<file path="config.mk">
export PLATFORM = sky130hd
export DESIGN_NAME = rau_mul
export DESIGN_NICKNAME = d
export VERILOG_FILES = /design/src/design/rational_arithmetic_unit_assert.svh /design/src/design/rau_pkg.sv /design/src/design/rau_mul.sv
export SDC_FILE = /design/constraint.sdc
export NUM_CORES = 2
export LEC_CHECK = 0
export BUFFER_PORTS_ARGS = -buffer_cell sky130_fd_sc_hd__buf_2
export CORE_MARGIN = 2
export CORE_UTILIZATION = 25
export DETAILED_ROUTE_END_ITERATION = 10
export GPL_TIMING_DRIVEN = 0
export HOLD_SLACK_MARGIN = 0.08
export SLEW_MARGIN = 20
export SYNTH_ARGS = -nofsm -noshare
export SYNTH_HDL_FRONTEND = slang
export SYNTH_SLANG_ARGS = --single-unit
</file>
<file path="constraint.sdc">
create_clock -name i_clk -period 10 [get_ports i_clk]
set_input_delay 1.5 -clock i_clk [delete_from_list [all_inputs] [get_ports i_clk]]
set_output_delay 1.5 -clock i_clk [all_outputs]
set_load 0.01 [all_outputs]
</file>
<file path="src/design/rational_arithmetic_unit_assert.svh">
// assertion macros for the rational arithmetic unit
// expects i_clk and i_rst_n in the scope that uses them
`ifndef RATIONAL_ARITHMETIC_UNIT_ASSERT_SVH
`define RATIONAL_ARITHMETIC_UNIT_ASSERT_SVH

// same-cycle implication
`define RAU_ASSERT_IMP(lbl, ante, cons) \
    lbl: assert property (@(posedge i_clk) disable iff (!i_rst_n) (ante) |-> (cons)) \
        else $error("%m: check failed");

// next-cycle implication
`define RAU_ASSERT_NXT(lbl, ante, cons) \
    lbl: assert property (@(posedge i_clk) disable iff (!i_rst_n) (ante) |=> (cons)) \
        else $error("%m: check failed");

`endif

</file>
<file path="src/design/rau_pkg.sv">
// shared constants for the rational arithmetic unit
// operation codes, status codes and field widths; no dependencies
package rau_pkg;

    localparam int DATA_W = 32;
    localparam int OP_W   = 4;
    localparam int EXP_W  = 5;
    localparam int ST_W   = 2;

    localparam logic [OP_W-1:0] OP_ADD     = 4'd0;
    localparam logic [OP_W-1:0] OP_SUB     = 4'd1;
    localparam logic [OP_W-1:0] OP_MUL     = 4'd2;
    localparam logic [OP_W-1:0] OP_DIV     = 4'd3;
    localparam logic [OP_W-1:0] OP_POW     = 4'd4;
    localparam logic [OP_W-1:0] OP_EQ      = 4'd5;
    localparam logic [OP_W-1:0] OP_NE      = 4'd6;
    localparam logic [OP_W-1:0] OP_LT      = 4'd7;
    localparam logic [OP_W-1:0] OP_GT      = 4'd8;
    localparam logic [OP_W-1:0] OP_LE      = 4'd9;
    localparam logic [OP_W-1:0] OP_GE      = 4'd10;
    localparam logic [OP_W-1:0] OP_REDUCE  = 4'd11;
    localparam logic [OP_W-1:0] OP_INTPART = 4'd12;

    localparam logic [ST_W-1:0] ST_OK   = 2'd0;
    localparam logic [ST_W-1:0] ST_ZDEN = 2'd1;
    localparam logic [ST_W-1:0] ST_OVF  = 2'd2;
    localparam logic [ST_W-1:0] ST_ZNUM = 2'd3;

endpackage

</file>
<file path="src/design/rau_mul.sv">
// shared unsigned multiplier with registered product
// depends on rau_pkg for the operand width
module rau_mul (
    input  logic                           i_clk,
    input  logic [rau_pkg::DATA_W-1:0]     i_a,
    input  logic [rau_pkg::DATA_W-1:0]     i_b,
    output logic [2*rau_pkg::DATA_W-1:0]   o_p
);
    localparam int DW = rau_pkg::DATA_W;

    logic [2*DW-1:0] r_p;

    always_ff @(posedge i_clk) begin
        r_p <= {{DW{1'b0}}, i_a} * {{DW{1'b0}}, i_b};
    end

    assign o_p = r_p;
endmodule

</file>
## After elaboration in Yosys (flattened, before gate mapping)

Cells that the tools add are included.

| storage, ports and cells | value |
|---|---|
| memory bits (writable) | 0 |
| output and inout port bits | 64 |
| latch bits | 0 |
| memory bits (read-only) | 0 |
| flip-flop bits (word level) | 64 |
| memories | 0 |
| bits of input ports | 65 |

| cells by class | value |
|---|---|
| magnitude comparators | 0 |
| reduce and logical (&&, ||, !) cells | 0 |
| bitwise logic cells | 0 |
| $add $sub $neg | 0 |
| shifts and indexed selects | 0 |
| $mul | 1 |
| equal/unequal tests | 0 |
| muxes and demuxes | 0 |
| divide/modulo/power cells | 0 |

Operators by type and width:

| operator | count |
|---|---|
| $mul 32x32->64 | 1 |

## Longest topological paths before layout

| depth | value |
|---|---|
| word-level depth | 1 |
| depth in mapped cells | 29 |
| depth with buffers taken out | 27 |

## Worst setup path before layout

No wires, ideal clock.

| timing path | value |
|---|---|
| path type | input to register |
| start point | input i_a[25] (netlist name) |
| end point | register r_p[62], in the netlist o_p[62] |
| buffers on the path | 2 |
| stages | 25 |
| data arrival time | 8.181 ns |
| data required time | 9.928 ns |
| setup slack | 1.747 ns |
| setup time | 0.072 ns |
| path through | clkbuf_1 > nand2_1 > fa_1 > inv_1 > fa_1 > inv_1 > fa_1 > inv_1 > fa_1 > fa_1 > fa_1 > fa_1 > inv_1 > fa_1 > inv_1 > ha_1 > buf_2 > nand4_1 > or4_1 > or3_1 > a31oi_1 > a31o_2 > a211oi_1 > o21ai_1 > xor2_1 |

| on the way | value |
|---|---|
| word-level cells in the longest chain between the ends | 1 |

RTL lines:

| item | RTL line | RTL |
|---|---|---|
| from (decl) | rau_mul.sv:5 | `input logic [rau_pkg::DATA_W-1:0] i_a,` |
| $mul 32x32->64 | rau_mul.sv:14 | `r_p <= {{DW{1'b0}}, i_a} * {{DW{1'b0}}, i_b};` |
| to (signal assigned) | rau_mul.sv:14 |  |
| to (decl) | rau_mul.sv:11 | `logic [2*DW-1:0] r_p;` |

Every way passes these cells.

## Worst setup path in the final report

| timing path | value |
|---|---|
| start point | input i_a[21] (netlist name) |
| end point | register r_p[62], in the netlist o_p[62] |

The elaborated chain is that of the path after synthesis.

==> impl_metrics.py <==
metrics = {
    "synthesis": {
        "avgSynthCellArea_um2": 9.252,
        "ys_warn_count": 0,
        "synth_cell_type_count": 57,
        "muxShareOfSynthArea_pct": 0.02887,
        "netlist_area_um2": 34680,
        "yosysTopAreaCellShare_pct": 51.73,
        "synthSimpleGateAreaFrac_pct": 17.62,
        "synth_enable_flop_cells": 0,
        "synthAdderAreaFrac_pct": 61.22,
        "synth_common_cells": "896 x fa_1, 865 x inv_1, 602 x and2_1, 480 x nand2_1, 263 x ha_1",
        "ys_ff_latch": 64,
        "synth_most_common_cell": "fa_1",
        "synth-compound-area-share_pct": 4.153,
        "ys.flop_type": "dfxtp_1",
        "synth_top_area_cell": "fa_1",
        "yosysSeqAreaShare_pct": 3.695,
        "netlist_instances": 3748,
        "synthesis.nets": 4972,
        "synth_top_family_by_area": "adder cells",
        "postSynth.asyncResetShare_pct": 0,
        "synthXorXnorAreaFrac_pct": 1.515,
        "synthTopCellsByArea": "fa_1 52%, and2_1 11%, ha_1 9.5%",
    },
    "placement": {
        "dp_hpwl_um": 116400,
        "placed_area_um2": 37560,
        "place.port_buffers": 128,
        "gp_congestion": 0.9770,
        "place_inst": 5670,
    },
    "timing": {
        "max_clock_freq_ghz": 0.1024,
        "rsz0062_at_grt": "true",
        "finalHoldViolations": 0,
        "report.final.slew_viol_count": 0,
        "fin_crit_ns": 9.762,
        "worst_pin_slew_ns": 1.251,
        "max_slew_margin_pct": 16.61,
        "setup-violations-final": 0,
        "fin_crit_sh_pct": 97.62,
    },
    "grt": {
        "grt_util_met2_pct": 31.20,
        "grt_max_degree": 12,
        "grt_pass1_vias": 28800,
        "met3_usage_pct": 2.953,
        "grt_usage_pct": 19.37,
        "grt_pass1_wl_um": 197200,
        "grtUsageMet1_pct": 25.75,
        "grt.overflow.total": 0,
        "antenna_found_initial": 28,
        "grt-busiest-layer": "met2",
    },
    "floorplanning": {
        "boundaryPins": 129,
        "core_region_area_um2": 137500,
        "fp-row-count": 136,
        "fp.dieH_um": 376.4,
        "fp.dieW_um": 376.4,
        "die-area_um2": 141700,
        "start_util_pct": 25.22,
    },
    "cells_and_area": {
        "final_nets": 5111,
        "largest_reg_flops": 64,
        "final_cell_count_no_fill": 5697,
        "final_util_pct": 27.61,
        "nFillCells": 14870,
        "layout-drive-gt1-share_pct": 5.421,
        "final_area_um2": 37970,
        "area_delta_synth_final_pct": 9.486,
    },
    "worst_setup_path": {
        "required_ns": 10.32,
        "slowest_stage": "clkbuf_1",
        "cp.depth": 25,
        "crit_fanout": 10,
        "endpoint_kind": "flip-flop",
        "critPathBufInv": 7,
        "path_class": "in2reg",
        "crit_path_start_kind": "input pin",
        "cpPeakStageDelay_ns": 0.75,
        "cpMostUsedCell": "fa_1",
        "cp.arrival_ns": 10.08,
        "cpLargestDelayFamily": "adder cells",
    },
    "routing": {
        "drc": 0,
        "drtIter0Drc": 2211,
        "vias": 26920,
        "routed_wirelength_um": 135300,
        "viasPerCell": 4.725,
        "dr.pass1.iters": 5,
        "avgRoutedWirePerCell_um": 23.75,
        "ant_nets": 0,
    },
    "clock_tree": {
        "cts_tree": "built",
        "h-tree-depth": 3,
        "clk_pin_slew_ns": 0.07,
        "cts_root_buf": "clkbuf_16",
        "cts_hold_buf": 0,
        "cts_max_path_buffers": 2,
        "cts_buffers": 9,
        "cts.sinks": 64,
        "cts_setup_buffers": 0,
    },
    "hold_path": {
        "hold_class": "in2reg",
        "worstHoldPathCells": 2,
    },
    "flow_run": {
        "cap_viol_max_count": 0,
    },
    "run_status": {
        "status": "complete, no violations",
    },
}
## metrics by stage
step | worst slack, ns | hold slack [ns] | TNS (ns)
after detailed placement | -0.3976 | 1.827 | -1.243
after global routing | -0.01500 | 1.431 | -0.01500
after global placement | -0.3105 | 1.827 | -1.123
after CTS | 0.02208 | 1.414 | 0
after floorplan | 1.747 | 1.627 | 0
final | 0.2382 | 1.433 | 0
## final timing paths
| check | from | endpoint | slack [ns] |
|---|---|---|---|
| setup / recovery | i_a[21] | o_p[62] | 0.24 |
| hold / removal | i_b[0] | o_p[0] | 1.43 |
## cells in the final DEF (no fill, tap or decap), types with 9 or more instances in the layout
cell type / netlist / layout
buf_2: 6 / 134
o21a_1: 9 / 9
ha_1: 263 / 263
nand3_1: 10 / 10
o21ai_0: 21 / 21
o21bai_1: 10 / 10
clkbuf_16: 0 / 9
xnor2_1: 35 / 35
and2_1: 602 / 602
clkbuf_2: 0 / 45
and3_1: 14 / 14
xor2_1: 25 / 25
a31oi_1: 12 / 12
clkbuf_1: 213 / 163
fa_1: 896 / 896
dfxtp_1: 64 / 64
diode_2: 0 / 11
nand4_1: 23 / 23
nand2_1: 480 / 480
a21oi_1: 63 / 63
nor2_1: 20 / 20
a21o_1: 40 / 40
inv_1: 865 / 865
## what timing repair did
| item | CTS | global route |
|---|---|---|
| endpoints found under the setup margin | 0 | 6 |
| hold endpoints to repair | 0 | 0 |
| gates resized for setup | 0 | 133 |
## final cells by class
cell class              count  area (um^2)  area share (%)
clock inverters             6        60.06          0.1582
repair buffers            128        640.6           1.687
multi-input cells        2599        29310           77.21
flip-flops and latches     64         1281           3.375
clock buffers              10        229.0          0.6031
plain buffers             220        920.9           2.426
inverters                 865         3247           8.552
well taps                1794         2245           5.912
diodes                     11        27.53         0.07250
## kinds of logic after synthesis
group	after synthesis
AOI/OAI and AO/OA	202
muxes	1
adders and majority gates	1159
DFF	64
and+or+nand+nor	1177
xor gates and xnor gates	60
buffers and inverters	1085
## metal layers
metal  wire length, um  vias to the layer above
li1                  -                    11160
met1             54440                    14110
met2             61800                     1332
met3             11590                      312
met4              7407                        6
met5                40                        -
Power is not shown: default switching activity piles up to over one toggle a cycle in this logic, so the estimate is an artifact.
