File: src/design/rational_arithmetic_unit_assert.svh
// assertion macros for the rational arithmetic unit
// expects i_clk and i_rst_n in the scope that uses them
`ifndef RATIONAL_ARITHMETIC_UNIT_ASSERT_SVH
`define RATIONAL_ARITHMETIC_UNIT_ASSERT_SVH

// same-cycle implication
`define RAU_ASSERT_IMP(lbl, ante, cons) \
    lbl: assert property (@(posedge i_clk) disable iff (!i_rst_n) (ante) |-> (cons)) \
        else $error("%m: check failed");

// next-cycle implication
`define RAU_ASSERT_NXT(lbl, ante, cons) \
    lbl: assert property (@(posedge i_clk) disable iff (!i_rst_n) (ante) |=> (cons)) \
        else $error("%m: check failed");

`endif

File: src/design/rau_pkg.sv
// shared constants for the rational arithmetic unit
// operation codes, status codes and field widths; no dependencies
package rau_pkg;

    localparam int DATA_W = 32;
    localparam int OP_W   = 4;
    localparam int EXP_W  = 5;
    localparam int ST_W   = 2;

    localparam logic [OP_W-1:0] OP_ADD     = 4'd0;
    localparam logic [OP_W-1:0] OP_SUB     = 4'd1;
    localparam logic [OP_W-1:0] OP_MUL     = 4'd2;
    localparam logic [OP_W-1:0] OP_DIV     = 4'd3;
    localparam logic [OP_W-1:0] OP_POW     = 4'd4;
    localparam logic [OP_W-1:0] OP_EQ      = 4'd5;
    localparam logic [OP_W-1:0] OP_NE      = 4'd6;
    localparam logic [OP_W-1:0] OP_LT      = 4'd7;
    localparam logic [OP_W-1:0] OP_GT      = 4'd8;
    localparam logic [OP_W-1:0] OP_LE      = 4'd9;
    localparam logic [OP_W-1:0] OP_GE      = 4'd10;
    localparam logic [OP_W-1:0] OP_REDUCE  = 4'd11;
    localparam logic [OP_W-1:0] OP_INTPART = 4'd12;

    localparam logic [ST_W-1:0] ST_OK   = 2'd0;
    localparam logic [ST_W-1:0] ST_ZDEN = 2'd1;
    localparam logic [ST_W-1:0] ST_OVF  = 2'd2;
    localparam logic [ST_W-1:0] ST_ZNUM = 2'd3;

endpackage

File: src/design/rau_div.sv
// iterative restoring divider, one quotient bit per cycle
// depends on rau_pkg for the operand width
module rau_div (
    input  logic                        i_clk,
    input  logic                        i_rst_n,
    input  logic                        i_start,
    input  logic [rau_pkg::DATA_W-1:0]  i_dividend,
    input  logic [rau_pkg::DATA_W-1:0]  i_divisor,
    output logic                        o_busy,
    output logic                        o_done,
    output logic [rau_pkg::DATA_W-1:0]  o_quot,
    output logic [rau_pkg::DATA_W-1:0]  o_rem
);
    localparam int DW = rau_pkg::DATA_W;
    localparam int CW = $clog2(DW + 1);

    logic          r_busy;
    logic          r_done;
    logic [CW-1:0] r_cnt;
    logic [DW-1:0] r_q;
    logic [DW-1:0] r_r;
    logic [DW-1:0] r_d;

    logic [DW:0]   trial;
    logic [DW+1:0] diff;
    logic          ge;

    assign trial = {r_r, r_q[DW-1]};
    assign diff  = {1'b0, trial} - {2'b00, r_d};
    assign ge    = !diff[DW+1];

    always_ff @(posedge i_clk) begin
        if (!i_rst_n) begin
            r_busy <= 1'b0;
            r_done <= 1'b0;
        end else begin
            r_done <= 1'b0;
            if (i_start && !r_busy) begin
                r_busy <= 1'b1;
                r_cnt  <= CW'(DW);
                r_q    <= i_dividend;
                r_r    <= '0;
                r_d    <= i_divisor;
            end else if (r_busy) begin
                r_r   <= ge ? diff[DW-1:0] : trial[DW-1:0];
                r_q   <= {r_q[DW-2:0], ge};
                r_cnt <= r_cnt - CW'(1);
                if (r_cnt == CW'(1)) begin
                    r_busy <= 1'b0;
                    r_done <= 1'b1;
                end
            end
        end
    end

    assign o_busy = r_busy;
    assign o_done = r_done;
    assign o_quot = r_q;
    assign o_rem  = r_r;
endmodule

File: config.mk
export PLATFORM = sky130hd
export DESIGN_NAME = rau_div
export DESIGN_NICKNAME = d
export VERILOG_FILES = /design/src/design/rational_arithmetic_unit_assert.svh /design/src/design/rau_pkg.sv /design/src/design/rau_div.sv
export SDC_FILE = /design/constraint.sdc
export NUM_CORES = 1
export LEC_CHECK = 0
export ABC_CLOCK_PERIOD_IN_PS = 5800
export BUFFER_PORTS_ARGS = -buffer_cell sky130_fd_sc_hd__buf_2
export CORE_ASPECT_RATIO = 1.5
export CORE_UTILIZATION = 33
export DETAILED_ROUTE_END_ITERATION = 8
export PLACE_DENSITY = 0.55
export SETUP_SLACK_MARGIN = 0.15
export SLEW_MARGIN = 20
export SYNTH_ARGS = -nofsm -noshare
export SYNTH_HDL_FRONTEND = slang
export SYNTH_SLANG_ARGS = --single-unit
File: constraint.sdc
create_clock -name i_clk -period 5.8 [get_ports i_clk]
set_clock_uncertainty 0.1 [all_clocks]
set_input_delay 0.87 -clock i_clk [delete_from_list [all_inputs] [get_ports i_clk]]
set_output_delay 0.87 -clock i_clk [all_outputs]
set_load 0.01 [all_outputs]
# --- Yosys cells after proc, flatten, opt, wreduce, memory -nomap -nowiden ---
# Index checks and enable logic that the tools add are counted.
# W data, S select, Z words.
totals:
  reg_bits: 104
  inputBits: 67
  output_inout_bits: 66
classes:
  reduce_logical: 7
  n_eq_ne: 1
  addsub: 2
  bitwise_logic: 2
  mux: 9
ops:
  columns: ["cell", "n"]
  rows:
  - ["$mux W32", 4]
  - ["$sub A33 B32 Y34", 1]
  - ["$eq A6 B1 Y1 const B", 1]
  - ["$mux W6", 1]
  - ["$sub A6 B1 Y6 const B", 1]
  - ["$mux W1", 4]
  - ["$reduce_and A2 Y1", 2]
  - ["$reduce_or A3 Y1", 1]
  - ["$logic_not A1 Y1", 2]
  - ["$not A1 Y1", 2]
  - ["$reduce_bool A2 Y1", 1]
  - ["$logic_and A1 B1 Y1", 1]

# --- Logic depth before layout (Yosys ltp) ---
depth:
  depth_word: 4
  ltp_mapped: 12
  depth_no_buf: 12

# --- Worst setup path before layout ---
# No wires, ideal clock.
synth_timing:
  kind: "register to register"
  startpoint: "register r_r[0], in the netlist o_rem[0]"
  endpoint: "register r_r[13], in the netlist o_rem[13] (data pin)"
  path_buffers: 1
  required_ns: 5.434
  slack_ns: 2.719
  arrival_time_ns: 2.715
  synth_period_minus_slack_ns: 3.081
  path_stages_with_launch: 11
  path_cell_list: "edfxtp_1 > ha_1 > nor2b_1 > o2111ai_1 > a2111o_1 > a2111oi_4 > o211ai_2 > a22oi_4 > buf_4 > mux2i_1 > nor2_1"
synth_via:
  elab_chain_cells: 3
synth_lines:
  columns: ["item", "line_no", "text"]
  rows:
  - ["from (decl)", "rau_div.sv:21", "logic [DW-1:0] r_r;"]
  - ["from (signal assigned)", "rau_div.sv:45", "r_r <= ge ? diff[DW-1:0] : trial[DW-1:0];"]
  - ["$sub A33 B32 Y34", "rau_div.sv:29", "assign diff = {1'b0, trial} - {2'b00, r_d};"]
  - ["$mux W32", "rau_div.sv:45", null]
  - ["$mux W32", "rau_div.sv:44", "end else if (r_busy) begin"]
# Every way passes these cells. The select of a mux whose other input is x is not followed.
# A chain may end at the register's enable or synchronous reset.

# --- Worst setup path after layout ---
layout_timing:
  startpoint: "register r_r[0], in the netlist o_rem[0]"
  endpoint: "register r_r[16], in the netlist o_rem[16] (data pin)"
# Same word-level chain as after synthesis.

==> reports/summary.txt <==
Die area - 18,900 um2
RSZ-0062 raised after global routing - no
DIE HEIGHT - 168 um
Starting Density - 0.337
Placed cell count - 938
Top FF cell, synth - edfxtp_1
DR pass1 iterations - 4
Worst path max stage delay - 700 ps
# diodes - 0
Clock slew seen by the registers of the worst setup and hold paths - 70 ps
CP Class - reg2reg
Final std cells w/o fill - 954
Worst setup SP type - register
WL/cell - 15.7 um
First-pass GRT wire length - 24.3 mm
Mapped Nets - 709
Routed Antenna Nets - 0
Skew-Pair Late Insertion Delay - 360 ps
Seq/Total Area, Yosys - 0.513
Fmax - 254 MHz
# setup viols final - 0
Final Hold Vio Count - 0
Post-synth cell types - 54
CTS resizes - 0
Core area - 17,900 um2
Max FO, Critical Path - 24
CP max-delay cell - a22oi_4
Vias per cell - 4.98
Max Transition Viols Final - 0
Rows - 60
WL final - 15.0 mm
Post-synthesis compound-gate area fraction - 0.128
GRT overflow - 0
Largest family of logic cells by synthesized area - simple AND/OR/NAND/NOR gates
Crit end category - register
Max VDD drop - 0.000160 V
Status - completed
Xor-xnor portion of the synthesized cell area - 0.0377
GRT Resource Usage Total - 0.166
Mapped Cells - 607
Post-synth EDFFs - 102
DRT iter0 DRCs - 165
Area grow syn2layout - 19.4%
Synth Area in Simple Gates - 0.169
Syn Area/Cell - 9.96 um2
DRC viols - 0
Layout cells sized above 1 - 0.223
Final period util - 0.678
Post-DP HPWL - 11.1 mm
IO Port Bufs - 132
Max_cap viols - 0
Post-CTS setup buffers - 0
Syn. warnings - 0
Die X - 112 um
CTS buffer count - 9
Max-slew headroom - 0.415
Delay-heaviest family, CP - compound AO/OA/AOI/OAI gates
H-tree depth - 3
NumNets Final - 834
Worst path bufs/invs - 1
Crit path DAT - 3910 ps
Hold Path Class - reg2reg
Worst slew pin tran - 878 ps
Most common cell after layout, fill and taps aside - buf_2
Commonest cells after routing, fill and taps aside - 132 x buf_2, 125 x nand2_1, 102 x edfxtp_1
Cell Chain, Critical Path - ha_1 -> nor2b_1 -> o2111ai_1 -> a2111o_1 -> a2111oi_4 -> o211ai_2 -> a22oi_4 -> buf_4 -> mux2i_1 -> nor2_1
Mux share of post-synthesis cell area - 0.0331
CTS tree - yes
Asr flop ratio synth - 0
Via count - 4,748
Vias in the first global route - 4,983
Power per cell area - 304 nW/um2
TritonCTS Sinks - 104
Initial antenna violation count - 0
Post-synthesis adder-cell area fraction - 0.0737
Routability cong. - 0.848
Post-Route Setup TNS - 0 ps
Clk root buf - clkbuf_16
Leak - 3.16 nW
Boundary Pins - 133
Hold-fix buffers at CTS - 0
Req. time, crit path - 5780 ps
Mapped cell area - 6040 um2
Clk buf depth - 2
Minimum clock period - 3930 ps
Largest net degree at the start of global routing - 66
Synth Register Bits - 104
[power by group]
group	internal [mW]	switching, mW
sequential	0.916	0.0431
combinational	0.254	0.355
clock	0.338	0.291
[cells by family (layout without fill, tap and decap cells)]
kind of cell,count (synthesis),after routing
AO/OA/AOI/OAI,118,118
XOR/XNOR,26,26
adder cells (fa/ha/maj),35,35
buffers and inverters,67,197
flip-flops,104,104
multiplexers,20,20
AND/OR/NAND/NOR,237,237
[worst register-to-register path, cell delays in order (launching register included)]
cell,delay [ps]
edfxtp_1,460
ha_1,310
nor2b_1,160
o2111ai_1,180
a2111o_1,520
a2111oi_4,410
o211ai_2,170
a22oi_4,700
buf_4,380
mux2i_1,220
nor2_1,60
[per-layer routing]
metal,global-route usage,vias to the layer above,routed length (um)
met4,0.0684,0,290
met1,0.173,2209,5960
li1,-,2386,-
met2,0.305,135,7740
met3,0.0532,18,989
met5,0,-,0
[cell type report]
cell class | count | area (um2)
multi-input cells | 436 | 2680
well taps | 217 | 272
flip-flops and latches | 104 | 3100
inverters | 44 | 165
clock buffers | 10 | 229
fillers | 1763 | 10700
repair buffers | 137 | 698
clock inverters | 6 | 68.8
[synthesized netlist by cell type (2+ instances only)]
| cell | number | share of area |
|---|---|---|
| and3_1 | 3 | 0.0031 |
| or3_1 | 2 | 0.0021 |
| or2_2 | 2 | 0.0021 |
| xor2_1 | 5 | 0.0072 |
| a21o_1 | 8 | 0.0099 |
| nand4_1 | 8 | 0.0083 |
| and2_1 | 5 | 0.0052 |
| o41ai_1 | 2 | 0.0029 |
| a21oi_1 | 37 | 0.031 |
| dfxtp_1 | 2 | 0.0066 |
| o21bai_1 | 2 | 0.0025 |
| clkbuf_1 | 17 | 0.011 |
| nand2_1 | 125 | 0.078 |
| a31o_2 | 2 | 0.0029 |
| nand2b_1 | 6 | 0.0062 |
| o21ai_0 | 30 | 0.025 |
| a31oi_1 | 3 | 0.0031 |
| xnor2_1 | 21 | 0.030 |
| a211oi_1 | 5 | 0.0062 |
| o31a_1 | 2 | 0.0029 |
| edfxtp_1 | 102 | 0.51 |
| nand3b_1 | 2 | 0.0025 |
| nor2b_1 | 6 | 0.0062 |
| nor2_1 | 54 | 0.034 |
| nand3_1 | 6 | 0.0050 |
| a21boi_0 | 3 | 0.0037 |
| nor4_1 | 2 | 0.0021 |
| nor3_1 | 11 | 0.0091 |
| inv_1 | 44 | 0.027 |
| buf_4 | 2 | 0.0025 |
| o22ai_1 | 5 | 0.0052 |
| o21a_1 | 5 | 0.0062 |
| o211ai_1 | 4 | 0.0050 |
| buf_1 | 2 | 0.0012 |
| ha_1 | 34 | 0.070 |
| mux2i_1 | 20 | 0.033 |
[through the flow]
step           setup WS, ps  power [mW]  cell area (um2)  hold slack, ps   util
2_1_floorplan          2720        1.41             6040             417      -
3_3_place_gp           1930        1.58             6920             423  0.386
3_5_place_dp           1860        1.59             6920             429  0.386
4_1_cts                1840        2.22             7220             443  0.402
5_1_grt                1690        2.32             7220             478  0.402
6_report               1870        2.20             7220             435  0.402
[final timing paths]
kind	slack (ps)	depth (start not counted)	endpoint	from
worst max register to register	1870	10	o_rem[16]$_SDFFCE_PP0P_	o_rem[0]$_SDFFCE_PP0P_
worst min register to register	430	2	o_quot[13]$_DFFE_PP_	o_quot[12]$_DFFE_PP_
worst min-delay path	430	2	o_quot[13]$_DFFE_PP_	o_quot[12]$_DFFE_PP_
worst max-delay path	1870	10	o_rem[16]$_SDFFCE_PP0P_	o_rem[0]$_SDFFCE_PP0P_
[sequential cells by signal (all words and copies together) (netlist names)]
register and count:
o_quot 32, r_cnt 6, o_busy 1, r_d 32, o_done 1, o_rem 32
No activity file was read; power rests on OpenSTA's default activity.
